===== config.mk =====
export PLATFORM = sky130hd
export DESIGN_NAME = dfh_fold
export DESIGN_NICKNAME = d
export VERILOG_FILES = /design/src/rtl/dfh_pkg.sv /design/src/rtl/dfh_fold.sv
export SDC_FILE = /design/constraint.sdc
export NUM_CORES = 1
export LEC_CHECK = 0
export ABC_AREA = 1
export BUFFER_PORTS_ARGS = -buffer_cell sky130_fd_sc_hd__buf_2
export CAP_MARGIN = 20
export CELL_PAD_IN_SITES_DETAIL_PLACEMENT = 1
export CELL_PAD_IN_SITES_GLOBAL_PLACEMENT = 2
export CORE_MARGIN = 3
export CORE_UTILIZATION = 31
export DETAILED_ROUTE_END_ITERATION = 8
export PLACE_DENSITY_LB_ADDON = 0.1
export SLEW_MARGIN = 5
export SYNTH_ARGS = -nofsm -noshare
export SYNTH_HDL_FRONTEND = slang
export SYNTH_SLANG_ARGS = --single-unit

===== constraint.sdc =====
create_clock -name clk_i -period 0.8 [get_ports clk_i]
set_input_delay 0.08 -clock clk_i [delete_from_list [all_inputs] [get_ports clk_i]]
set_output_delay 0.08 -clock clk_i [all_outputs]
set_load 0.005 [all_outputs]

===== src/rtl/dfh_pkg.sv =====
`default_nettype none
package dfh_pkg;

  // fixed field widths
  localparam int KEY_W  = 32;
  localparam int SIZE_W = 31;

  // decimal radix, smallest table, table size after reset
  localparam logic [4:0]        RADIX      = 5'd10;
  localparam logic [SIZE_W-1:0] MIN_TABLE  = 31'd10;
  localparam logic [SIZE_W-1:0] RESET_SIZE = 31'd1024;

  // x / 10 == (x * RECIP) >> RECIP_SHIFT, exact for every 32-bit x
  localparam logic [31:0] RECIP       = 32'hCCCC_CCCD;
  localparam int          RECIP_SHIFT = 35;

  // control bits that travel with each beat down the pipeline
  typedef struct packed {
    logic valid;
    logic done;   // value already below table size
  } dfh_ctl_t;

endpackage
`default_nettype wire


===== src/rtl/dfh_fold.sv =====
`default_nettype none
// One fold round: pair digits from both ends, sum mod 10, recheck size.
module dfh_fold import dfh_pkg::*; #(
  parameter int NDIG = 10,
  parameter int TW   = 4
) (
  input  wire logic                   clk_i,
  input  wire logic                   rst_ni,
  input  wire logic                   en_i,
  input  wire dfh_ctl_t               ctl_i,
  input  wire logic [TW-1:0]          t_i,
  input  wire logic [NDIG-1:0][3:0]   dv_i,
  input  wire logic [NDIG-1:0][3:0]   ds_i,
  output dfh_ctl_t                    ctl_o,
  output logic [TW-1:0]               t_o,
  output logic [NDIG-1:0][3:0]        dv_o,
  output logic [NDIG-1:0][3:0]        ds_o
);

  // decimal a < b, digit 0 least significant
  function automatic logic dig_lt(input logic [NDIG-1:0][3:0] a,
                                  input logic [NDIG-1:0][3:0] b);
    logic lt;
    lt = 1'b0;
    for (int i = 0; i < NDIG; i++) begin
      lt = (a[i] < b[i]) | ((a[i] == b[i]) & lt);
    end
    return lt;
  endfunction

  logic [TW-1:0]          pidx;
  logic [4:0]             sum;
  logic [NDIG-1:0][3:0]   fv;
  logic [NDIG-1:0][3:0]   dv_d;
  logic [TW-1:0]          t_d;
  dfh_ctl_t               ctl_d;

  dfh_ctl_t               ctl_q;
  logic [TW-1:0]          t_q;
  logic [NDIG-1:0][3:0]   dv_q, ds_q;

  // folded digits: low half gets pair sum, upper half clears, middle stays
  always_comb begin
    pidx = '0;
    sum  = '0;
    fv   = dv_i;
    for (int i = 0; i < NDIG; i++) begin
      if (2 * i < int'(t_i)) begin
        pidx  = t_i - TW'(i);
        sum   = {1'b0, dv_i[i]} + {1'b0, dv_i[pidx]};
        fv[i] = (sum >= RADIX) ? 4'(sum - RADIX) : sum[3:0];
      end else if (2 * i > int'(t_i) && i <= int'(t_i)) begin
        fv[i] = 4'd0;
      end
    end
  end

  // finished beats pass untouched
  always_comb begin
    ctl_d = ctl_i;
    if (ctl_i.done) begin
      dv_d = dv_i;
      t_d  = t_i;
    end else begin
      dv_d       = fv;
      t_d        = t_i >> 1;
      ctl_d.done = dig_lt(fv, ds_i);
    end
  end

  always_ff @(posedge clk_i or negedge rst_ni) begin
    if (!rst_ni) begin
      ctl_q <= '0;
    end else if (en_i) begin
      ctl_q <= ctl_d;
    end
  end

  always_ff @(posedge clk_i) begin
    if (en_i) begin
      t_q  <= t_d;
      dv_q <= dv_d;
      ds_q <= ds_i;
    end
  end

  assign ctl_o = ctl_q;
  assign t_o   = t_q;
  assign dv_o  = dv_q;
  assign ds_o  = ds_q;

endmodule
`default_nettype wire


Word level (Yosys, flattened, before mapping)
Index checks and enable logic that the tools add are counted.
- word-level logic and storage cells: 175
- flip-flop bits (word level): 86
- equality and inequality tests: 9
- bitwise operators: 18
- magnitude comparators: 50
- $add $sub $neg: 23
- multiplexer cells: 44
- reductions and logical operators: 7
- operator list (kind ; number):
    $mux 4 ; 33
    $bmux 4 s4 ; 8
    $add 4x4->5 ; 8
    $ge 5x4->1 const B ; 8
    $lt 4x4->1 ; 10
    $lt 4x5->1 const B ; 8
    $mux 40 ; 1
    $eq 4x4->1 ; 9
    $sub 4x4->4 const B ; 8
    $gt 4x4->1 const A ; 4
    $le 3x4->1 const A ; 4
    $lt 4x4->1 const A ; 4
    $sub 4x3->4 const B ; 4
    $and 1x1->1 ; 9
    $or 1x1->1 ; 9
    $gt 3x4->1 const A ; 2
    $le 2x4->1 const A ; 2
    $le 4x4->1 const A ; 2
    $lt 3x4->1 const A ; 2
    $sub 4x2->4 const B ; 2
    $logic_and 1x1->1 ; 7
    $gt 2x4->1 const A ; 1
    $le 1x4->1 const A ; 1
    $lt 1x4->1 const A ; 1
    4 further kinds ; 4

Longest topological paths before layout
- word-level depth: 27
- mapped depth: 45
- gate-level depth less buffers: 43

Least setup slack after synthesis
OpenSTA, ideal clock, no wires.
- path type: input-to-reg
- start point: in t_i[1]
- end point: reg ctl_q (netlist bit ctl_o[0])
- required time: 0.727 ns
- stages on the path: 43
- buffers on the path: 3
- arrival: 4.814 ns
- path slack: -4.087 ns
- setup time: 0.073 ns
- cell sequence: clkbuf_1 > inv_1 > buf_1 > ha_1 > inv_1 > clkbuf_1 > nand2_1 > o21ai_0 > nand2_1 > o211ai_1 > o21ai_0 > ha_1 > fa_1 > xor2_1 > inv_1 > ha_1 > inv_1 > o21ai_0 > (+7 left out) > nand2_1 > nand2_1 > nand2_1 > nand2_1 > nand2_1 > nand2_1 > nand2_1 > nand2_1 > nand2_1 > nand2_1 > nand2_1 > nand2_1 > nand2_1 > nand2_1 > nand2_1 > nand2_1 > nand2_1 > a21oi_2
- word-level cells in the longest chain between the ends: 27
- elaborated cells on any way between the ends: 141
- those cells by class: 23 x add/sub; 42 x order compare; 9 x eq/ne; 42 x mux; 18 x bitwise; 7 x reduce/logical
- RTL lines (item ; RTL line ; source):
    from (decl) ; dfh_fold.sv:11 ; input wire logic [TW-1:0] t_i,
    parallel branches: the longest is 25 deep, another holds $add 4x4->5 ; n/a ;
    $or 1x1->1 * ; dfh_fold.sv:26 ; lt = (a[i] < b[i]) | ((a[i] == b[i]) & lt);
    $mux 1 * ; dfh_fold.sv:61 ; if (ctl_i.done) begin
    to (signal assigned) ; dfh_fold.sv:75 ; ctl_q <= ctl_d;
    to (decl) ; dfh_fold.sv:38 ; dfh_ctl_t ctl_q;
Mark *: on every way between the ends. The select of a mux whose other input is x is not followed.
A chain may end at the register's enable or synchronous reset.

Final worst setup path
- start point: in t_i[0]
- end point: reg ctl_q (netlist bit ctl_o[0])
Same word-level chain as after synthesis.

==> metrics.csv <==
metric,value,unit
grt_pass1_vias,10600,
die_area,27800,um2
cts_sinks,86,
synth-edff-count,84,
maxSlewViolCount,0,
core_area,25300,um2
finalCritPeriodShare,524,%
syn_avg_cell_area,7.45,um2
drt_iter0_markers,533,
area.sequential,2570,um2
critical-path-slowest-cell,fa_2,
worst_pin_slew,0.583,ns
syn_inst,1076,
cts_tree,done,
ys_types,40,
rows,58,
drc_errors,0,
grt_overflow,0,
fin_util,59.4,%
path_max_fanout,7,
min_period,4.19,ns
io_buffers,174,
dieHeight,167,um
antenna_cells,0,
highest_layer,met4,
multiInputGateArea,6230,um2
grtUsageTotal,26.1,%
yosysSeqAreaShare,32.1,%
syn_to_final_growth,87.8,%
critPathRequiredTime,1.10,ns
hold_path_class,input port to async pin,
grt_pass1_wl,57.6,mm
fin_ws,-3.39,ns
layoutNonFillerInstCount,2000,
routabilityCongestion,0.923,
clockRootBuffer,clkbuf_16,
h-tree-depth,3,
routed_wl,39.4,mm
dr.pass1.iters,4,
synth-async-reset-ratio,2.33,%
syn_area,8010,um2
dp.cells,1852,
p_leak,0.00725,uW
nFillCells,3034,
status,"finished, violations left",
synth_fp_nets,1269,
grt_antenna_before_repair,0,
synth_ff_type,edfxtp_1,
rsz0062_at_grt,true,
initial_core_util,31.6,%
dr_wl_met2,19.9,mm
ys_ff_latch,86,
fmax,239,MHz
die_w,167,um
num_vias,10000,
ctsLongestPathBuffers,2,
path_class,input port to flip-flop,
ios,175,
worstPathArrival,4.49,ns
worstReg2RegStart,ctl_o[1]$_DFFE_PN0P_,
clk_latency,0.37,ns
cts_buffers,9,
final_hold_viol_count,0,
fin_worst_skew,0,ns
worstSetupStartpoint,t_i[0],
dp.final_hpwl,27.4,mm
met1_length,16.7,mm
setup_viol,127,
detail_route.vias_per_cell,5.00,
wl_per_cell,19.7,um
yosys_warnings,0,
ant_nets,0,
slowest_delay,0.47,ns
nNetsFinal,1858,
slew_headroom,60.7,%
cpMostUsedCell,nand2_1,
wl_met3,1.72,mm
cp-start-kind,input port,
clk_pin_slew,0.08,ns
grt_max_degree,35,
peakVddDrop,839,uV
cap_viol_max_count,0,
cellPowerDensity,1740,nW/um2
drive_gt1_share,53.5,%
violations,setup timing,
worstSetupEndpointType,flip-flop,
==> worst paths after layout <==
check                                        to  slack, ns  depth (start not counted)
max                        ctl_o[0]$_DFFE_PN0P_      -3.39                         37
min                        ctl_o[0]$_DFFE_PN0P_       0.03                          2
max reg2reg                ctl_o[1]$_DFFE_PN0P_       0.08                          3
min reg2reg                ctl_o[0]$_DFFE_PN0P_       0.54                          2
max in group asynchronous  ctl_o[1]$_DFFE_PN0P_       0.67                          2
min in group clk_i           dv_o[20]$_DFFE_PP_       0.07                          2
==> worst max-delay path: cells and delay by family <==
family	cells	cell delay, ns
buf+inv	4	0.42
fa+ha+maj	3	0.93
compound gates	10	1.73
simple gates	20	1.32
==> what timing repair did <==
action	in CTS	in global routing
hold endpoints to repair	43	0
endpoints found under the setup margin	127	127
setup buffers	66	32
hold buffers	42	0
cloned	3	1
pin swaps	97	77
gates resized for setup	290	188
==> state kept, by name, indices dropped and copies added (netlist names) <==
| signal | cells |
|---|---|
| dv_o | 40 |
| ctl_o | 2 |
| t_o | 4 |
| ds_o | 40 |
==> kinds of logic (layout without fill, tap and decap cells) <==
family	count (synthesis)	in the layout	share of synthesized area (%)
flops	86	86	32.1
simple gates	369	369	18.3
xor+xnor	20	20	2.19
fa+ha+maj	104	104	17.0
buf+inv	217	811	10.3
mux	4	4	0.500
compound gates	276	276	19.6
==> cell type report <==
class	instances	share of cell area, %
tap	330	2.74
clock buffer	9	1.50
multi-input combinational	773	41.4
clock inverter	7	0.507
sequential	86	17.1
inverter	185	5.07
timing repair buffer	610	31.6
==> Yosys cell counts, types with 2 or more instances <==
cell	n	area, um2
nand2_2	2	12.5
o21ai_1	12	60.1
nand3_1	27	135
mux2i_1	4	40.0
a32o_1	21	210
xor2_1	11	96.3
o22ai_1	9	56.3
buf_1	3	11.3
fa_1	8	160
o31ai_1	2	15.0
inv_1	181	679
o211ai_1	4	30.0
or2_2	6	37.5
a31oi_1	9	56.3
buf_2	4	20.0
ha_1	96	1200
edfxtp_1	84	2520
o21ai_0	152	761
nor3_1	3	15.0
o32ai_1	3	26.3
a221oi_1	2	17.5
a21oi_1	54	270
dfrtp_1	2	50.1
nand3b_1	3	22.5
xnor2_1	9	78.8
clkbuf_1	24	90.1
nand2_1	243	912
clkinv_1	2	7.51
a211oi_1	2	15.0
nor2_1	83	312
inv_2	2	7.51
==> stage by stage <==
step / setup TNS [ns] / setup WS, ns / area, um2 / power, uW / hold slack, ns
floorplan: -67.89 / -3.32 / 8490 / 11500 / -0.216
global placement: -88.32 / -3.75 / 11900 / 16600 / -0.129
detailed placement: -91.38 / -3.87 / 11900 / 16900 / -0.123
CTS: -79.12 / -3.30 / 14100 / 23800 / 0.0139
global route: -87.49 / -3.76 / 15000 / 27700 / 0.0583
finish: -80.21 / -3.39 / 15000 / 26100 / 0.0312
==> cell usage in the layout (no fill, tap or decap), types with 30 or more instances in the layout <==
cell type | synthesis | layout
o21ai_2 | 1 | 59
nand2_1 | 243 | 203
buf_4 | 0 | 324
buf_6 | 1 | 50
inv_1 | 181 | 142
edfxtp_1 | 84 | 84
o21ai_1 | 12 | 40
dlygate4sd3_1 | 0 | 42
inv_2 | 2 | 30
a21oi_1 | 54 | 35
buf_2 | 4 | 169
nand2_2 | 2 | 31
ha_1 | 96 | 63
o21ai_0 | 152 | 52
nor2_1 | 83 | 52
==> metal layers <==
| metal | track usage (%) | up-vias |
|---|---|---|
| met5 | 0 | - |
| met4 | 7.35 | 0 |
| met3 | 4.06 | 71 |
| met2 | 46.3 | 244 |
| met1 | 32.9 | 4912 |
| li1 | - | 4780 |
==> power breakdown <==
group,switching [uW],internal (uW)
registers,107,5480
logic,8100,7880
clock network,2320,2230
Note: power is estimated with default switching activity, not from simulation.
