--- src/rtl/dfh_pkg.sv ---
`default_nettype none
package dfh_pkg;

  // fixed field widths
  localparam int KEY_W  = 32;
  localparam int SIZE_W = 31;

  // decimal radix, smallest table, table size after reset
  localparam logic [4:0]        RADIX      = 5'd10;
  localparam logic [SIZE_W-1:0] MIN_TABLE  = 31'd10;
  localparam logic [SIZE_W-1:0] RESET_SIZE = 31'd1024;

  // x / 10 == (x * RECIP) >> RECIP_SHIFT, exact for every 32-bit x
  localparam logic [31:0] RECIP       = 32'hCCCC_CCCD;
  localparam int          RECIP_SHIFT = 35;

  // control bits that travel with each beat down the pipeline
  typedef struct packed {
    logic valid;
    logic done;   // value already below table size
  } dfh_ctl_t;

endpackage
`default_nettype wire

--- src/rtl/dfh_pack.sv ---
`default_nettype none
// Rebuilds the index one digit per stage, most significant first.
module dfh_pack import dfh_pkg::*; #(
  parameter int NDIG = 10,
  parameter int POS  = 9
) (
  input  wire logic                   clk_i,
  input  wire logic                   rst_ni,
  input  wire logic                   en_i,
  input  wire dfh_ctl_t               ctl_i,
  input  wire logic [SIZE_W-1:0]      acc_i,
  input  wire logic [NDIG-1:0][3:0]   dv_i,
  output dfh_ctl_t                    ctl_o,
  output logic [SIZE_W-1:0]           acc_o,
  output logic [NDIG-1:0][3:0]        dv_o
);

  logic [SIZE_W-1:0]      acc_d;

  dfh_ctl_t               ctl_q;
  logic [SIZE_W-1:0]      acc_q;
  logic [NDIG-1:0][3:0]   dv_q;

  // acc * 10 + digit, kept mod 2^31
  assign acc_d = (acc_i << 3) + (acc_i << 1) + SIZE_W'(dv_i[POS]);

  always_ff @(posedge clk_i or negedge rst_ni) begin
    if (!rst_ni) begin
      ctl_q <= '0;
    end else if (en_i) begin
      ctl_q <= ctl_i;
    end
  end

  always_ff @(posedge clk_i) begin
    if (en_i) begin
      acc_q <= acc_d;
      dv_q  <= dv_i;
    end
  end

  assign ctl_o = ctl_q;
  assign acc_o = acc_q;
  assign dv_o  = dv_q;

endmodule
`default_nettype wire

--- config.mk ---
export PLATFORM = sky130hd
export DESIGN_NAME = dfh_pack
export DESIGN_NICKNAME = d
export VERILOG_FILES = /design/src/rtl/dfh_pkg.sv /design/src/rtl/dfh_pack.sv
export SDC_FILE = /design/constraint.sdc
export NUM_CORES = 1
export LEC_CHECK = 0
export BUFFER_PORTS_ARGS = -buffer_cell sky130_fd_sc_hd__buf_4
export CAP_MARGIN = 20
export CORE_MARGIN = 8
export CORE_UTILIZATION = 54
export DETAILED_ROUTE_END_ITERATION = 6
export GPL_ROUTABILITY_DRIVEN = 0
export PLACE_DENSITY = 0.9
export SYNTH_ARGS = -nofsm -noshare
export SYNTH_HDL_FRONTEND = slang
export SYNTH_SLANG_ARGS = --single-unit
--- constraint.sdc ---
create_clock -name clk_i -period 1.35 [get_ports clk_i]
set_input_delay 0.2025 -clock clk_i [delete_from_list [all_inputs] [get_ports clk_i]]
set_output_delay 0.2025 -clock clk_i [all_outputs]
set_load 0.02 [all_outputs]
; Word-level counts from Yosys, hierarchy flattened
; Cells that the tools add are included.
[word_totals]
elab_cells = 15
inputBits = 76
reg_bits = 73
out_inout_bits = 73
[op_classes]
n_addsub = 2
[ops]
columns = cell, count
row1 = adder 31 bit, 1
row2 = adder 31 x 4 -> 31 bit, 1

; Logic depth before layout (Yosys ltp)
; Gate-level depths: netlist of run 1.
[logic_depth]
depth_word = 2
depth_mapped = 10

; Least setup slack after synthesis of run 1
; OpenSTA, ideal clock, no wires.
[synth_timing]
path_kind = in2reg
startpoint = input acc_i[0]
endpoint = register acc_q[28] (netlist: acc_o[28]) (data pin)
t_arrival_ps = 2306
path_stages = 9
required_time_ps = 1090
slack_ps = -1216
cell_sequence = inv_1 > fa_1 > fa_1 > nand2b_1 > a21oi_2 > o2111ai_1 > a2111oi_0 > nor3_1 > xnor2_1
[synth_between]
elab_chain_len = 2
[synth_lines]
columns = element, line_no
row1 = from (decl), dfh_pack.sv:11  ; input wire logic [SIZE_W-1:0] acc_i,
row2 = adder 31 bit, dfh_pack.sv:25  ; assign acc_d = (acc_i << 3) + (acc_i << 1) + SIZE_W'(dv_i[POS]);
row3 = adder 31 x 4 -> 31 bit, dfh_pack.sv:25
row4 = net acc_d[28], dfh_pack.sv:18  ; logic [SIZE_W-1:0] acc_d;
row5 = to (signal assigned), dfh_pack.sv:37  ; acc_q <= acc_d;
row6 = to (decl), dfh_pack.sv:21  ; logic [SIZE_W-1:0] acc_q;
; The timed path passes the listed nets, and every way through them passes these cells.
; A chain may end at the register's enable or synchronous reset.

; Final worst setup path of run 1
[layout_timing]
startpoint = input acc_i[2]
endpoint = register acc_q[29] (netlist: acc_o[29]) (data pin)
; Same word-level chain as after synthesis.

==> results of run 1 <==
[flip-flops by register name, indices dropped and copies added, names as in the netlist]
| name | cells |
|---|---|
| dv_o | 40 |
| ctl_o | 2 |
| acc_o | 30 |
[metal layers]
| layer | wire [um] | part of all wire (%) | global-route usage (%) |
|---|---|---|---|
| met4 | 1940 | 8.8 | 16.4 |
| met2 | 9900 | 45 | 56.7 |
| met5 | 0 | 0 | 0 |
| met1 | 7200 | 33 | 39.8 |
| met3 | 3060 | 14 | 10.2 |
[cell usage in the layout, fill, tap and decap left out, drive strengths merged, types with 8 or more instances in the layout]
cell type	count
xor2	8
xnor2	19
o21ai	16
nor3	8
nand2	24
buf	246
a21oi	25
edfxtp	70
inv	12
ha	56
a21o	9
clkbuf	11
nor2	12
[repair_timing]
item                                    CTS  global route
endpoints found under the setup margin   27            28
setup buffers                             7             7
hold endpoints to repair                  2             0
pin swaps                                27            19
resized for setup                        52            30
hold buffers                              1             0
[area by class of cell]
class | instances | area, um^2 | area share (%)
timing repair buffer | 247 | 1940 | 28.2
clock buffer | 11 | 141 | 2.05
clock inverter | 5 | 81.3 | 1.18
sequential | 72 | 2150 | 31.3
multi-input combinational | 241 | 2380 | 34.6
tap | 102 | 128 | 1.85
inverter | 12 | 57.6 | 0.837
[critical path: stages]
cell	delay, ps
buf_8	100
inv_4	40
fa_2	360
inv_1	70
ha_1	330
o211ai_1	230
o21ai_2	320
o21ai_4	130
a211oi_4	370
a221oi_2	150
xnor2_1	440
[how the worst max path moves through the flow]
stage,end,cells after the start
6_report,acc_o[29],11
3_3_place_gp,acc_o[27],11
5_1_grt,acc_o[29],11
4_1_cts,acc_o[27],11
2_1_floorplan,acc_o[28],9
3_5_place_dp,acc_o[27],11
[logic make-up after synthesis]
logic type	after synthesis	synth area share, %
DFF	72	51.6
buffers and inverters	17	1.68
muxes	3	0.811
adders and majority gates	58	17.8
AOI/OAI and AO/OA	84	14.3
and+or+nand+nor	69	8.14
xor gates and xnor gates	27	5.67
[power breakdown]
| group | total (mW) | switching, mW | leakage (nW) | internal [mW] |
|---|---|---|---|---|
| Clock | 2.06 | 0.967 | 0.110 | 1.09 |
| Combinational | 3.56 | 2.02 | 2.25 | 1.54 |
| Sequential | 2.99 | 0.159 | 0.708 | 2.83 |
| Total | 8.61 | 3.15 | 3.07 | 5.46 |
[metrics by stage]
stage / area, um^2 / TNS [ps] / setup WS, ps / hold WS (ps)
2_1_floorplan: 4250 / -19590 / -997 / -93.1
3_5_place_dp: 6110 / -28770 / -1280 / -7.16
6_report: 6880 / -23490 / -1310 / 6.80
3_3_place_gp: 6110 / -26840 / -1200 / -13.8
5_1_grt: 6880 / -23720 / -1400 / -3.08
4_1_cts: 6660 / -17690 / -858 / 19.9
==> key figures, run 1 <==
Logic synthesis
  • Yosys cell types: 49
  • Mapped Area: 0.00417 mm^2
  • Post-synthesis register bit count: 72
  • Leading area contributor after synthesis: edfxtp_1
  • Yosys warns: 0
  • Primary FF master, synth: edfxtp_1
  • Synth Area per Inst: 12.6 um^2
  • Top post-synthesis cells by area: edfxtp_1 50%, ha_1 17%, xnor2_1 4.0%
  • Post-synth EDFFs: 70
  • Synth cell count leaders: 70 x edfxtp_1, 56 x ha_1, 24 x nand2_1
  • Yosys top cell area share: 50.4%
  • Synth async-reset ratio: 2.78%
  • Syn_nets: 464
  • Top-count cell post-synth: edfxtp_1
  • Seq/Total Area, Yosys: 51.6%
  • Synth Instances: 330

Pwr
  • Tot Pwr: 8.61 mW
  • LEAKAGE: 3.07 nW
  • Pwr dens: 1250 mW/mm^2
  • Maximum vdd drop: 0.000678 V

Floorplanning
  • Initial Util: 54.8%
  • Core outline area: 0.00761 mm^2
  • Die width: 104 um
  • Full die area: 0.0108 mm^2
  • Top-level I/O count: 149
  • Die height: 104 um
  • Rows: 32

Drt
  • Drt via density: 6.86
  • Post-Route WL: 22,100 um
  • 1st-iter DRT viols: 607
  • Antenna viol nets, final: 0
  • DRC: 1
  • WL/cell: 32.0 um
  • Drt first pass iters: 7
  • Routed via count: 4,735

Critical path
  • Maximum fanout along the worst path: 5
  • Critical Path RT: 1450 ps
  • Crit path launch type: primary input
  • Reg2Reg Depth: 1
  • Crit path launch: acc_i[2]
  • Reg2reg end: ctl_o[0]
  • Worst reg2reg setup slack: 550 ps
  • Arrival time at the worst endpoint: 2760 ps
  • Critical Path Sink Type: flip-flop
  • WS Path Type: in -> reg
  • Worst r2r src: ctl_o[0]

Final layout
  • Number of diodes: 0
  • Area grow syn2layout: 65.1%
  • Net count, final: 717
  • Finished Layout Cells: 690
  • Share of cells above drive strength 1: 57.1%
  • Utilization after layout: 90.4%
  • FILL cells: 298

Outcome
  • Status: complete, but fails checks
  • Failing checks: DRC, setup timing

Clock tree
  • H-tree depth: 3
  • CTS tree: built
  • Clock buffer depth: 2
  • Clock Pin Slew Worst Setup and Hold Paths: 100 ps
  • Clock Root Buffer: clkbuf_8
  • Total clock sinks: 72
  • Clock Latency Late Sink: 350 ps
  • Number of CTS-inserted buffers: 9

Timing
  • Final Hold Viols: 0
  • Clk_skew: 0 ps
  • Worst-Margin Slew: 552 ps
  • Setup-failing EPs final: 27
  • Worst relative slew slack: 62.7%
  • Fin crit share: 197%
  • Pins Over Slew Limit: 0
  • Minimum clock period: 2660 ps
  • Fmax: 0.376 GHz
  • RSZ-0062 raised after global routing: yes
  • Final worst slack: -1310 ps

Global route
  • Largest net degree at the start of global routing: 27
  • GRT Overall Usage: 34.3%
  • Global-route wire length before repair: 28,500 um
  • Number of global-route vias before repair: 4,584
  • Initial antenna violation count: 0
  • Grt ovf: 0

Run
  • Total of max-cap violations: 0

Hold path
  • Hold Crit Class: in -> reg
  • Hold depth: 1
  • Beginning of the worst hold path: dv_i[26]
  • Min-Delay Endpoint: dv_o[26]

Placement
  • Placed cells: 659
  • PortBufs: 147
  • Detailed placement HPWL: 10,600 um
Power figures use the tool's default switching activity.
==> run 2, diff against run 1 <==
Settings changed: BUFFER_PORTS_ARGS -buffer_cell sky130_fd_sc_hd__buf_4 to default, CORE_UTILIZATION 54 to 60, DONT_BUFFER_PORTS from default to 1, GPL_TIMING_DRIVEN from default to 0, PLACE_DENSITY 0.9 to 0.8.
==> run 2 against run 1 <==
Effect of this change: the run ends with hold timing, setup timing left; final cell count down 31%; count of clock-buffer cells in the layout down 2; critical path depth down 2; routed wire length down 52%; sequential power up 12%; setup slack better by 540 ps; largest cell class unchanged; highest routed layer unchanged.
==> key figures, run 2 (same netlist as run 1, synthesis figures left out) <==
Clock tree
  • Total clock sinks: 72
  • Number of CTS-inserted buffers: 9
  • Cts hold-fix bufs: 41
  • Clock Root Buffer: clkbuf_8
  • Clock Latency Late Sink: 320 ps
  • Clock buffer depth: 2
  • CTS tree: built
  • H-tree depth: 3
  • Clock Pin Slew Worst Setup and Hold Paths: 80 ps

Global route
  • Global-route wire length before repair: 16,300 um
  • Number of global-route vias before repair: 2,942
  • Grt ovf: 0
  • GRT Overall Usage: 21.1%
  • Initial antenna violation count: 1
  • Largest net degree at the start of global routing: 73

Outcome
  • Status: complete, but fails checks
  • Failing checks: hold timing, setup timing

Final layout
  • Most common cell after layout, fill and taps aside: edfxtp_1
  • FILL cells: 419
  • Register area: 0.00215 mm^2
  • Finished Layout Cells: 474
  • Net count, final: 522
  • Commonest cells after routing, fill and taps aside: 70 x edfxtp_1, 48 x ha_1, 41 x dlygate4sd3_1
  • Multi-input gate area: 0.00223 mm^2
  • Area grow syn2layout: 25.7%
  • Share of cells above drive strength 1: 22.1%
  • Largest register FFs: 40

Pwr
  • Reg power frac: 51.5%
  • Clock Power Share: 25.2%
  • Internal: 4.38 mW
  • Maximum vdd drop: 0.000642 V
  • LEAKAGE: 2.03 nW
  • Pwr dens: 1240 mW/mm^2
  • Tot Pwr: 6.52 mW
  • Comb pwr share: 23.2%
  • Sw power: 2.14 mW
  • Sw Ratio: 32.8%

Critical path
  • Arrival time at the worst endpoint: 2200 ps
  • Critical path's top delay family: adder cells
  • Maximum fanout along the worst path: 3
  • Buffers and inverters on the worst path: 1
  • CP max-delay cell: fa_2
  • WS Path Type: in -> reg
  • Crit path top cell by count: fa_2
  • Crit path launch type: primary input
  • Critical Path RT: 1430 ps
  • Critical Path Sink Type: flip-flop
  • Max incr delay on CP: 490 ps
  • CP cell instances: inv_16, fa_2, fa_2, nand2b_4, a21oi_4, o2111ai_4, a2111oi_4, nor3_2, xnor2_1

Drt
  • Drt first pass iters: 6
  • Routed via count: 2,891
  • WL/cell: 22.2 um
  • Post-Route WL: 10,500 um
  • Drt via density: 6.10
  • DRC: 0
  • Antenna viol nets, final: 0
  • 1st-iter DRT viols: 167

Placement
  • PortBufs: 0
  • Detailed placement HPWL: 7550 um
  • Placed cells: 410

Floorplanning
  • Die height: 99.3 um
  • Die width: 99.3 um
  • Core outline area: 0.00676 mm^2
  • Top-level I/O count: 149
  • Full die area: 0.00987 mm^2
  • Rows: 30
  • Initial Util: 61.7%

Run
  • Total of max-cap violations: 0

Timing
  • Pins Over Slew Limit: 0
  • Clk_skew: 0 ps
  • Fmax: 0.471 GHz
  • Final Hold Viols: 8
  • Min Hold Slack: -17.9 ps
  • Minimum clock period: 2120 ps
  • Setup-failing EPs final: 26
  • Worst relative slew slack: 69.3%
  • RSZ-0062 raised after global routing: yes
  • Final worst slack: -772 ps
  • Worst-Margin Slew: 458 ps
  • Fin crit share: 157%

Hold path
  • Hold Crit Class: in -> reg
[run 2: cell count changes in the layout (fill, tap and decap cells not counted), moves of 3 or more]
cell and change:
buf_4 -228, ha_2 +4, buf_8 -3, ha_4 -5, dlygate4sd3_1 +40, buf_6 -6
[run 2: repair_timing]
action / in CTS / in global routing
pin swaps: 23 / 20
setup endpoints to repair: 26 / 26
buffers inserted: 3 / 4
resized for setup: 24 / 26
endpoints found under the hold margin: 112 / 70
[run 2: per-layer routing]
metal,track usage [%],vias up,wire [um],share of wire [%]
met5,0,-,0,0
met4,7.92,0,82,0.78
met3,4.75,6,852,8.1
met2,35.5,144,5250,50
met1,25.8,1366,4350,41
li1,-,1375,-,-
[run 2: layout make-up]
cell class              instances  area share, %
multi-input cells             241           42.6
flip-flops and latches         72           41.1
repair buffers                 47           8.91
clock buffers                   9           2.36
well taps                      80           1.91
clock inverters                 7           1.39
inverters                      12           1.22
plain buffers                   5          0.478
diodes                          1         0.0478
[run 2: worst paths after layout]
path                           from         to  slack [ps]  depth (start not counted)
setup / recovery           dv_i[39]  acc_o[28]        -770                          9
hold reg to reg            ctl_o[0]   ctl_o[0]         690                          1
hold / removal                 en_i   acc_o[6]         -20                          0
min in group asynchronous    rst_ni   ctl_o[0]         110                          1
max in group asynchronous    rst_ni   ctl_o[1]        1110                          1
setup reg to reg           ctl_o[1]   ctl_o[1]         460                          1
[run 2: power by group through the flow]
stage | Sequential [mW] | Combinational (mW) | Clock [mW]
after floorplan | 3.32 | 0.967 | 0
after global placement | 3.41 | 1.16 | 0
after detailed placement | 3.42 | 1.19 | 0
after CTS | 3.37 | 1.39 | 1.65
after global routing | 3.39 | 1.66 | 1.76
final | 3.36 | 1.51 | 1.65
[run 2: through the flow]
stage                     utilization (%)  setup TNS, ps  instance area (um^2)  setup slack (ps)
after floorplan                         -         -19590                  4250              -997
after global placement               64.3         -23480                  4350             -1220
after detailed placement             64.3         -24820                  4350             -1250
after CTS                            75.4         -13980                  5100              -765
after global routing                 77.5         -15790                  5240              -815
final                                77.5         -14750                  5240              -772
