==> config.mk <==
export PLATFORM = sky130hd
export DESIGN_NAME = dfh_lead
export DESIGN_NICKNAME = d
export VERILOG_FILES = /design/src/rtl/dfh_pkg.sv /design/src/rtl/dfh_lead.sv
export SDC_FILE = /design/constraint.sdc
export NUM_CORES = 1
export LEC_CHECK = 0
export BUFFER_PORTS_ARGS = -buffer_cell sky130_fd_sc_hd__buf_2
export CORE_MARGIN = 3
export CORE_UTILIZATION = 35
export DETAILED_ROUTE_END_ITERATION = 10
export HOLD_SLACK_MARGIN = 0.06
export PLACE_DENSITY = 0.78
export SYNTH_ARGS = -nofsm -noshare
export SYNTH_HDL_FRONTEND = slang
export SYNTH_SLANG_ARGS = --single-unit
==> constraint.sdc <==
create_clock -name clk_i -period 1.3 [get_ports clk_i]
set_input_delay 0.195 -clock clk_i [delete_from_list [all_inputs] [get_ports clk_i]]
set_output_delay 0.195 -clock clk_i [all_outputs]
set_load 0.1 [all_outputs]
==> src/rtl/dfh_pkg.sv <==
`default_nettype none
package dfh_pkg;

  // fixed field widths
  localparam int KEY_W  = 32;
  localparam int SIZE_W = 31;

  // decimal radix, smallest table, table size after reset
  localparam logic [4:0]        RADIX      = 5'd10;
  localparam logic [SIZE_W-1:0] MIN_TABLE  = 31'd10;
  localparam logic [SIZE_W-1:0] RESET_SIZE = 31'd1024;

  // x / 10 == (x * RECIP) >> RECIP_SHIFT, exact for every 32-bit x
  localparam logic [31:0] RECIP       = 32'hCCCC_CCCD;
  localparam int          RECIP_SHIFT = 35;

  // control bits that travel with each beat down the pipeline
  typedef struct packed {
    logic valid;
    logic done;   // value already below table size
  } dfh_ctl_t;

endpackage
`default_nettype wire

==> src/rtl/dfh_lead.sv <==
`default_nettype none
// Finds top nonzero digit; drops digits above fold width unless done.
module dfh_lead import dfh_pkg::*; #(
  parameter int NDIG   = 10,
  parameter int DIGITS = 10,
  parameter int TW     = 4
) (
  input  wire logic                   clk_i,
  input  wire logic                   rst_ni,
  input  wire logic                   en_i,
  input  wire dfh_ctl_t               ctl_i,
  input  wire logic [NDIG-1:0][3:0]   dv_i,
  input  wire logic [NDIG-1:0][3:0]   ds_i,
  output dfh_ctl_t                    ctl_o,
  output logic [TW-1:0]               t_o,
  output logic [NDIG-1:0][3:0]        dv_o,
  output logic [NDIG-1:0][3:0]        ds_o
);

  logic [TW-1:0]          t_d;
  logic [NDIG-1:0][3:0]   dv_d;

  dfh_ctl_t               ctl_q;
  logic [TW-1:0]          t_q;
  logic [NDIG-1:0][3:0]   dv_q, ds_q;

  // priority pick of the top digit; high digits only matter unfolded
  always_comb begin
    t_d  = '0;
    dv_d = dv_i;
    for (int i = 0; i < NDIG; i++) begin
      if (i < DIGITS && dv_i[i] != 4'd0) t_d = TW'(i);
      if (i >= DIGITS && !ctl_i.done)     dv_d[i] = 4'd0;
    end
  end

  always_ff @(posedge clk_i or negedge rst_ni) begin
    if (!rst_ni) begin
      ctl_q <= '0;
    end else if (en_i) begin
      ctl_q <= ctl_i;
    end
  end

  always_ff @(posedge clk_i) begin
    if (en_i) begin
      t_q  <= t_d;
      dv_q <= dv_d;
      ds_q <= ds_i;
    end
  end

  assign ctl_o = ctl_q;
  assign t_o   = t_q;
  assign dv_o  = dv_q;
  assign ds_o  = ds_q;

endmodule
`default_nettype wire

* After elaboration in Yosys (flattened, before gate mapping)
Index checks and enable logic that the tools add are counted.
** Storage, ports and cells
- Input bits :: 85
- Bits in registers :: 86
- Output and inout bits :: 86
** Operators by class
- Reduce and logical (&&, ||, !) cells :: 10
- Muxes and demuxes :: 8
** Operators by type and width (number)
- $reduce_bool 4->1 :: 9
- $mux 3 :: 4
- $mux 2 :: 2
- $mux 1 :: 2
- $reduce_or 2->1 :: 1

* Logic depth before layout (Yosys ltp)
Gate-level depths: netlist of the first run.
- Word-level depth :: 9
- Gate-level depth with buffers :: 4

* Least setup slack after synthesis of the first run
OpenSTA, ideal clock, no wires.
- Kind :: register to register
- From :: reg, netlist name ctl_o[0]
- To :: reg ctl_q, in the netlist ctl_o[0]
- Arrival :: 1130 ps
- Path slack :: 44 ps
- Cell stages (with the launch flop) :: 2
- Buffers on the path :: 0
- Data required time :: 1175 ps
- Path through :: dfrtp_1 -> mux2_2
** RTL lines
- end signal: assignment :: RTL line dfh_lead.sv:41 : ctl_q <= ctl_i;
- end: declaration :: RTL line dfh_lead.sv:23 : dfh_ctl_t ctl_q;

* Worst setup path after layout of the first run
- From :: in dv_i[34] (netlist bit)
- To :: reg t_q[0] (netlist: t_o[0]), data pin
** Between the ends
- Cells in the longest elaborated chain, start to end :: 2
** RTL lines
- start: declaration :: RTL line dfh_lead.sv:12 : input wire logic [NDIG-1:0][3:0] dv_i,
- $reduce_bool 4->1 :: RTL line dfh_lead.sv:32 : if (i < DIGITS && dv_i[i] != 4'd0) t_d = TW'(i);
- $mux 1 :: RTL line dfh_lead.sv:32
- end signal: assignment :: RTL line dfh_lead.sv:47 : t_q <= t_d;
- end: declaration :: RTL line dfh_lead.sv:24 : logic [TW-1:0] t_q;
No other way between the ends.
A chain may end at the register's enable or synchronous reset.

==> impl_metrics.csv, run 1 <==
group,metric,value,unit
status,status,"complete, no violations",
timing,relSlewSlack,0.664,
place,io_buffers,170,
yosys,synthAdderAreaFrac,0,
global_route,track_usage,0.175,
drt,drc_errors,0,
yosys,yosys_warnings,0,
critical_path,worstPathArrival,1.48,ns
clock_tree,root_buffer,"clkbuf_8",
floorplanning,initial_core_util,0.369,
clock_tree,cts_tree,"done",
clock_tree,cts_buffers,9,
drt,firstDrtPassIters,4,
critical_path,cp_data_required_time,1.49,ns
yosys,synth_commonest_cells,"edfxtp_1, or4_1, nor4_1, a21oi_1",
yosys,synth-seq-cells,86,
clock_tree,cts_max_path_buffers,2,
global_route,grt-ovfl-total,0,
place,dpl.cell_count,391,
global_route,grt_pass1_wl,11500,um
timing,period_needed,1.28,ns
drt,highest_layer,"met4",
yosys,synth_area,2740,um2
clock_tree,h-tree-depth,3,
power,powerDensity,1450,nW/um2
timing,hold_viol,0,
floorplanning,die-area,8920,um2
yosys,synth-xor-area-share,0,
finish,final_cell_count_no_fill,478,
critical_path,cp_max_fo,3,
drt,ant_nets,0,
floorplanning,io_pins,171,
power,totalPowerFinal,0.00725,W
yosys,synthDistinctLibCells,11,
power,ir_drop,745,uV
critical_path,path_class,"input port to flip-flop",
yosys,synth_edf_count,84,
floorplanning,core,7410,um2
timing,slew_violations,0,
yosys,synth_nets,195,
yosys,synth-compound-area-share,0.0155,
clock_tree,post-cts-setup-buffers,0,
global_route,grt_antenna_before_repair,0,
timing,tightest_slew,0.499,ns
place,gp_congestion,0.796,
yosys,synth_top_family_by_area,"simple AND/OR/NAND/NOR gates",
timing,fin_ws,0.0151,ns
yosys,async_reset_ff_frac,0.0233,
critical_path,crit_path_end_kind,"flip-flop",
finish,syn_to_final_growth,82.0,%
timing,rsz0062_at_grt,"false",
drt,wl_per_cell,16.8,um
hold_path,min_path_type,"input port to flip-flop",
drt,routed_wl,8050,um
critical_path,crit_chain,"dlygate4sd3_1 > buf_2 > or4_1 > o21ai_1",
finish,n_fill_cell,495,
critical_path,max_stage_delay,0.54,ns
clock_tree,clock_latency,0.33,ns
floorplanning,die_y,94.4,um
critical_path,critPathSlowestCell,"dlygate4sd3_1",
yosys,muxShareOfSynthArea,0.00823,
finish,nets,460,
finish,antennaDiodeCount,0,
yosys,synth_simple_gate_area_frac,0.0361,
yosys,synth_top_area_frac,0.922,
timing,period_share,0.988,
timing,max_freq,778,MHz
floorplanning,row_count,31,
global_route,grt_max_degree,34,
finish,drive_above_1_share,0.530,
floorplanning,die_w,94.4,um
drt,wl_met3,952,um
power,p_leak,2.08,nW
yosys,synth_cells,110,
yosys,synth_top_cell_by_area,"edfxtp_1",
drt,drt_iter0_drc,71,
flow_run,drv_cap,0,
timing,setup-violations-final,0,
clock_tree,path_clk_slew,0.08,ns
clock_tree,clock-sinks,86,
timing,setup_tns,0,ns
drt,viasPerCell,4.57,
yosys,yosysMostFrequentCell,"edfxtp_1",
drt,met1Wirelength,2720,um
yosys,synth.avg_cell_area,24.9,um2
place,dp_slack,-0.0864,ns
yosys,netlist_top_cells_area,"edfxtp_1, dfrtp_1, or4_1",
place,hpwl,5080,um
yosys,ys_seq_area_frac,0.940,
yosys,synthFlopType,"edfxtp_1",
finish,post-route-util,0.672,
drt,via_count,2186,
global_route,grt_pass1_vias,2329,
critical_path,critPathLaunchType,"input port",
timing,clock_skew,0,ns
drt,dr_wl_met2,4240,um
-- registers in the layout, summed over array words and instances, names as in the netlist --
signal	count
ds_o	40
dv_o	40
t_o	4
ctl_o	2
-- where the power goes --
part           internal [W]  switching, W  total [W]
Combinational      0.000540       0.00180    0.00234
Clock              0.000679      0.000878    0.00156
Sequential          0.00328     0.0000699    0.00335
-- worst paths after layout --
path                            startpoint        to  slack, ns  depth (start not counted)
min in group asynchronous           rst_ni  ctl_o[0]       0.18                          2
worst max register to register    ctl_o[1]  ctl_o[1]       0.55                          1
worst min-delay path              ctl_i[0]  ctl_o[0]       0.09                          2
worst min register to register    ctl_o[0]  ctl_o[0]       0.52                          1
worst max-delay path              dv_i[34]    t_o[0]       0.02                          4
max in group asynchronous           rst_ni  ctl_o[1]       1.02                          2
-- critical path: cells and delay by family --
kind	cells	cell delay, ns
buffers and inverters	2	0.69
AO/OA/AOI/OAI	1	0.15
AND/OR/NAND/NOR	1	0.45
-- cell type report --
| cell class | instances | area, um2 | area share |
|---|---|---|---|
| clock inverters | 4 | 25.0 | 0.00502 |
| flip-flops and latches | 86 | 2570 | 0.516 |
| clock buffers | 11 | 131 | 0.0264 |
| repair buffers | 254 | 1950 | 0.392 |
| well taps | 99 | 124 | 0.0249 |
| multi-input cells | 24 | 176 | 0.0354 |
-- routing by layer --
layer,vias up,GRT usage
met5,-,0
met4,0,0.0842
met3,14,0.0741
met2,154,0.320
met1,1036,0.169
li1,982,-
-- cell families after synthesis --
family           Yosys count
flip-flops                86
AO/OA/AOI/OAI              7
AND/OR/NAND/NOR           15
multiplexers               2
-- per-stage QoR --
stage          area [um2]  hold WS [ns]
6_report             4980        0.0862
5_1_grt              4980        0.0670
4_1_cts              4920        0.0609
3_5_place_dp         3890       -0.0186
3_3_place_gp         3890       -0.0210
2_1_floorplan        2740        -0.101
-- repair_timing --
action                                  in CTS  in global routing
endpoints found under the hold margin       73                  0
gates cloned                                 0                  0
gates resized for setup                     63                 21
pin swaps                                    0                  1
hold buffers                                72                  0
endpoints found under the setup margin      63                 23
-- layout by cell type (no fill, tap or decap) --
cell	synthesis	routed
a21oi_1	4	4
buf_12	0	6
buf_2	0	84
buf_4	0	73
clkbuf_1	0	2
clkbuf_4	0	19
clkbuf_8	0	9
clkinv_2	0	2
clkinvlp_4	0	2
dfrtp_1	2	2
dlygate4sd3_1	0	72
edfxtp_1	84	84
mux2_2	2	2
nand2_1	1	1
nor2_1	2	2
nor4_1	5	3
nor4_2	0	2
o211ai_2	1	1
o21ai_1	2	2
or4_1	6	6
or4_4	1	1
(Power assumes the default switching activity.)
==> inputs of run 2 (changes only) <==
Settings changed: SETUP_SLACK_MARGIN set to 0.5.
==> run 2 against run 1 <==
Compared with the run above: utilization grew 5.7 points; worst hold slack worse by 0.0027 ns; cell count fell by 0.63%; via count shrank 0.32%; clock skew unchanged; critical path type is now flip-flop to primary output.
==> impl_metrics.csv, run 2 (synthesized netlist as in run 1, its figures left out) <==
group,metric,value,unit
floorplanning,core,7410,um2
floorplanning,io_pins,171,
drt,dr_wl_met2,4790,um
timing,rsz0062_at_grt,"true",
critical_path,cp_max_fo,1,
drt,firstDrtPassIters,4,
global_route,grt_max_degree,36,
status,status,"complete, no violations",
clock_tree,h-tree-depth,3,
place,gp_congestion,0.808,
finish,final_cell_count_no_fill,475,
finish,post-route-util,0.730,
critical_path,reg2reg_slack,0.42,ns
hold_path,whs_endpoint,"dv_o[39]",
place,dpl.cell_count,388,
timing,hold_viol,0,
power,powerDensity,1420,nW/um2
timing,setup-violations-final,0,
drt,drt_iter0_drc,90,
drt,highest_layer,"met4",
floorplanning,die_w,94.4,um
timing,tightest_slew,0.318,ns
drt,wl_per_cell,18.4,um
finish,layout_commonest_cell,"buf_6",
global_route,grt_pass1_vias,2423,
timing,period_needed,1.21,ns
clock_tree,clock-sinks,86,
critical_path,crit_path_end_kind,"primary output",
critical_path,cp_data_required_time,1.11,ns
timing,period_share,0.933,
power,ir_drop,903,uV
clock_tree,root_buffer,"clkbuf_8",
finish,final_cell_mix,"buf_6, edfxtp_1, buf_2",
drt,viasPerCell,4.59,
clock_tree,path_clk_slew,0.08,ns
critical_path,r2r-start,"ctl_o[0]",
drt,ant_nets,0,
drt,routed_wl,8730,um
critical_path,cpLargestDelayFamily,"flip-flops",
critical_path,path_class,"flip-flop to primary output",
finish,nets,456,
timing,clock_skew,0,ns
drt,drc_errors,0,
global_route,track_usage,0.196,
power,p_leak,2.21,nW
drt,met1Wirelength,2850,um
clock_tree,cts_tree,"done",
critical_path,regToRegEndpoint,"ctl_o[0]",
timing,max_freq,825,MHz
clock_tree,cts_buffers,9,
hold_path,worstHoldPathCells,1,
critical_path,max_stage_delay,0.47,ns
timing,setup_tns,0,ns
critical_path,worstPathArrival,1.02,ns
global_route,grt_pass1_wl,12700,um
timing,slew_violations,0,
clock_tree,clock_latency,0.33,ns
timing,relSlewSlack,0.786,
drt,wl_met3,962,um
global_route,grt-ovfl-total,0,
critical_path,path_buf_inv,1,
flow_run,drv_cap,0,
clock_tree,cts_max_path_buffers,2,
power,totalPowerFinal,0.00770,W
global_route,grt_antenna_before_repair,0,
floorplanning,die-area,8920,um2
hold_path,worstHoldStart,"dv_i[39]",
place,dp_slack,-0.151,ns
floorplanning,row_count,31,
critical_path,critPathLaunchType,"flip-flop",
place,hpwl,5100,um
finish,syn_to_final_growth,97.6,%
drt,via_count,2179,
finish,drive_above_1_share,0.577,
critical_path,ff2ff_path_depth,1,
critical_path,crit_chain,"buf_12",
finish,antennaDiodeCount,0,
timing,fin_ws,0.0873,ns
critical_path,critPathSlowestCell,"edfxtp_1",
hold_path,min_path_type,"input port to flip-flop",
place,io_buffers,170,
floorplanning,die_y,94.4,um
floorplanning,initial_core_util,0.369,
-- run 2: cell types whose count changed in the layout (fill, tap and decap cells not counted), sizes merged --
cell / change
clkbuf: -19
buf: +18
dlygate4sd3: -3
bufinv: +1
clkinv: +1
clkinvlp: -1
-- run 2: report_power, final --
| group | switching [W] | total [W] | internal, W | leakage, nW |
|---|---|---|---|---|
| Clock | 0.000890 | 0.00178 | 0.000893 | 0.0935 |
| Combinational | 0.00183 | 0.00252 | 0.000692 | 1.27 |
| Sequential | 0.000112 | 0.00340 | 0.00329 | 0.844 |
| Total | 0.00283 | 0.00770 | 0.00487 | 2.21 |
-- run 2: layout make-up --
| type | count | area, um2 |
|---|---|---|
| flip-flops and latches | 86 | 2580 |
| well taps | 99 | 124 |
| clock buffers | 11 | 131 |
| clock inverters | 5 | 60.1 |
| repair buffers | 250 | 2260 |
| fillers | 422 | 2000 |
| multi-input cells | 24 | 255 |
-- run 2: worst max-delay path by stage --
stage          slack, ns     start  endpoint  depth (start not counted)
6_report            0.09    t_o[0]    t_o[0]                          1
5_1_grt             0.05    t_o[0]    t_o[0]                          1
4_1_cts             0.07  ctl_o[0]  ctl_o[0]                          1
3_5_place_dp       -0.15   dv_i[5]    t_o[0]                          6
3_3_place_gp       -0.13   dv_i[5]    t_o[0]                          6
2_1_floorplan       0.14   dv_i[9]    t_o[0]                          4
-- run 2: what timing repair did --
action	CTS	global route
setup buffers	2	0
pin swaps	8	4
hold endpoints to repair	68	2
hold buffers	67	2
resized for setup	175	7
setup endpoints to repair	91	92
-- run 2: per-layer routing --
metal  GRT usage  up-vias
li1            -      981
met1       0.198     1053
met2       0.355      133
met3      0.0916       12
met4      0.0674        0
met5           0        -
-- run 2: metrics by stage --
stage               hold slack (ns)  cell area, um2
finish                       0.0836            5410
CTS                          0.0604            5360
global route                 0.0630            5410
floorplan                    -0.101            2780
global placement            -0.0145            3910
detailed placement          -0.0122            3910
==> inputs of run 3 (changes only) <==
Settings changed: GPL_TIMING_DRIVEN set to 0.
==> run 3 against run 2 <==
Compared with the run above: first-iteration DRC count grew 20%; sequential power is essentially flat; die area is the same; clock skew is the same; register-to-register slack lost 0.13 ns; sequential cell count is the same.
==> impl_metrics.csv, run 3 (synthesized netlist as in run 1, its figures left out) <==
group,metric,value,unit
critical_path,cp-startpoint,"ctl_o[1]",
finish,syn_to_final_growth,99.3,%
floorplanning,row_count,31,
power,ir_drop,807,uV
global_route,grt_pass1_wl,13400,um
critical_path,cpLargestDelayFamily,"flip-flops",
floorplanning,die_y,94.4,um
finish,post-route-util,0.736,
critical_path,path_class,"flip-flop to primary output",
place,io_buffers,170,
clock_tree,clock_latency,0.34,ns
hold_path,worstHoldStart,"dv_i[21]",
clock_tree,cts_tree,"done",
status,status,"complete, no violations",
critical_path,r2r-start,"ctl_o[0]",
power,p_leak,2.21,nW
finish,final_cell_count_no_fill,477,
critical_path,cp_data_required_time,1.11,ns
floorplanning,initial_core_util,0.369,
clock_tree,path_clk_slew,0.09,ns
critical_path,cp_max_fo,2,
timing,clock_skew,0,ns
global_route,met3_usage,0.102,
timing,rsz0062_at_grt,"true",
finish,final_cell_mix,"buf_6, edfxtp_1, dlygate4sd3_1",
drt,ant_nets,0,
finish,nets,458,
drt,drc_errors,0,
place,dp_slack,-0.206,ns
drt,drt_iter0_drc,108,
critical_path,critPathLaunchType,"flip-flop",
drt,routed_wl,9190,um
timing,max_freq,824,MHz
finish,drive_above_1_share,0.561,
timing,slew_violations,0,
flow_run,drv_cap,0,
clock_tree,clock-sinks,86,
global_route,grt_antenna_before_repair,0,
floorplanning,die-area,8920,um2
place,place_area,3770,um2
timing,relSlewSlack,0.751,
global_route,grtUsageMet1,0.203,
drt,firstDrtPassIters,4,
timing,setup-violations-final,0,
clock_tree,h-tree-depth,3,
global_route,grt_pass1_vias,2524,
floorplanning,die_w,94.4,um
drt,viasPerCell,4.58,
place,dpl.cell_count,380,
timing,tightest_slew,0.370,ns
drt,wl_per_cell,19.3,um
clock_tree,root_buffer,"clkbuf_8",
timing,fin_ws,0.0864,ns
finish,final_cell_area,5450,um2
finish,antennaDiodeCount,0,
place,hpwl,4780,um
global_route,grt.busiest_layer,"met2",
finish,seq_area,2580,um2
finish,n_fill_cell,414,
hold_path,min_path_type,"input port to flip-flop",
timing,period_needed,1.21,ns
floorplanning,core,7410,um2
critical_path,worstPathArrival,1.02,ns
floorplanning,io_pins,171,
power,powerDensity,1430,nW/um2
finish,multi_input_area,267,um2
global_route,grt-ovfl-total,0,
critical_path,max_stage_delay,0.50,ns
timing,period_share,0.934,
timing,hold_viol,0,
global_route,grt_max_degree,45,
drt,via_count,2183,
critical_path,crit_path_end_kind,"primary output",
place,gp_congestion,0.749,
critical_path,critPathSlowestCell,"dfrtp_4",
clock_tree,cts_buffers,9,
global_route,track_usage,0.211,
timing,whs,0.102,ns
finish,layout_commonest_cell,"buf_6",
critical_path,crit_chain,"buf_12",
clock_tree,cts_max_path_buffers,2,
critical_path,path_buf_inv,1,
global_route,met2_usage,0.391,
## run 3: cell types whose count changed in the layout (fill, tap and decap cells not counted), moves of 2 or more
| cell | change |
|---|---|
| clkinvlp_4 | +2 |
| buf_2 | -2 |
| dlygate4sd3_1 | +8 |
| buf_6 | +3 |
| buf_4 | -6 |
| clkinv_4 | -2 |
| buf_8 | +2 |
| buf_12 | -3 |
| inv_6 | +2 |
## run 3: worst paths after layout
| check | end | slack [ns] | cells after the start |
|---|---|---|---|
| setup / recovery | ctl_o[1] | 0.09 | 1 |
| hold / removal | dv_o[21] | 0.10 | 1 |
| setup reg to reg | ctl_o[0] | 0.29 | 2 |
| hold reg to reg | ctl_o[1] | 0.71 | 2 |
| max in group asynchronous | ctl_o[1] | 0.99 | 2 |
| min in group asynchronous | ctl_o[0] | 0.19 | 2 |
## run 3: metrics by stage
step,power [W],setup TNS (ns)
floorplan,0.00499,0
global placement,0.00537,-52.90
detailed placement,0.00540,-0.594
CTS,0.00778,0
global route,0.00803,0
finish,0.00778,0
## run 3: area by class of cell
class | count | area share
sequential | 86 | 0.473
clock buffer | 10 | 0.0234
tap | 99 | 0.0227
multi-input combinational | 24 | 0.0489
timing repair buffer | 252 | 0.419
clock inverter | 6 | 0.0128
## run 3: power breakdown
| group | leakage (nW) | total, W | switching [W] | internal [W] |
|---|---|---|---|---|
| clock | 0.0895 | 0.00185 | 0.000948 | 0.000902 |
| sequential | 0.844 | 0.00340 | 0.000114 | 0.00329 |
| combinational | 1.27 | 0.00252 | 0.00183 | 0.000698 |
| total | 2.21 | 0.00778 | 0.00289 | 0.00489 |
## run 3: repair_timing
| action | CTS | global route |
|---|---|---|
| hold buffers | 77 | 0 |
| gates cloned | 0 | 0 |
| endpoints found under the setup margin | 135 | 136 |
| resized for setup | 195 | 8 |
| pin swaps | 8 | 7 |
| hold endpoints to repair | 78 | 0 |
| buffers inserted | 4 | 0 |
## run 3: metal layers
| layer | share of wire | wire length [um] |
|---|---|---|
| met1 | 0.34 | 3080 |
| met4 | 0.0087 | 80 |
| met3 | 0.10 | 924 |
| met2 | 0.56 | 5100 |
| met5 | 0 | 0 |
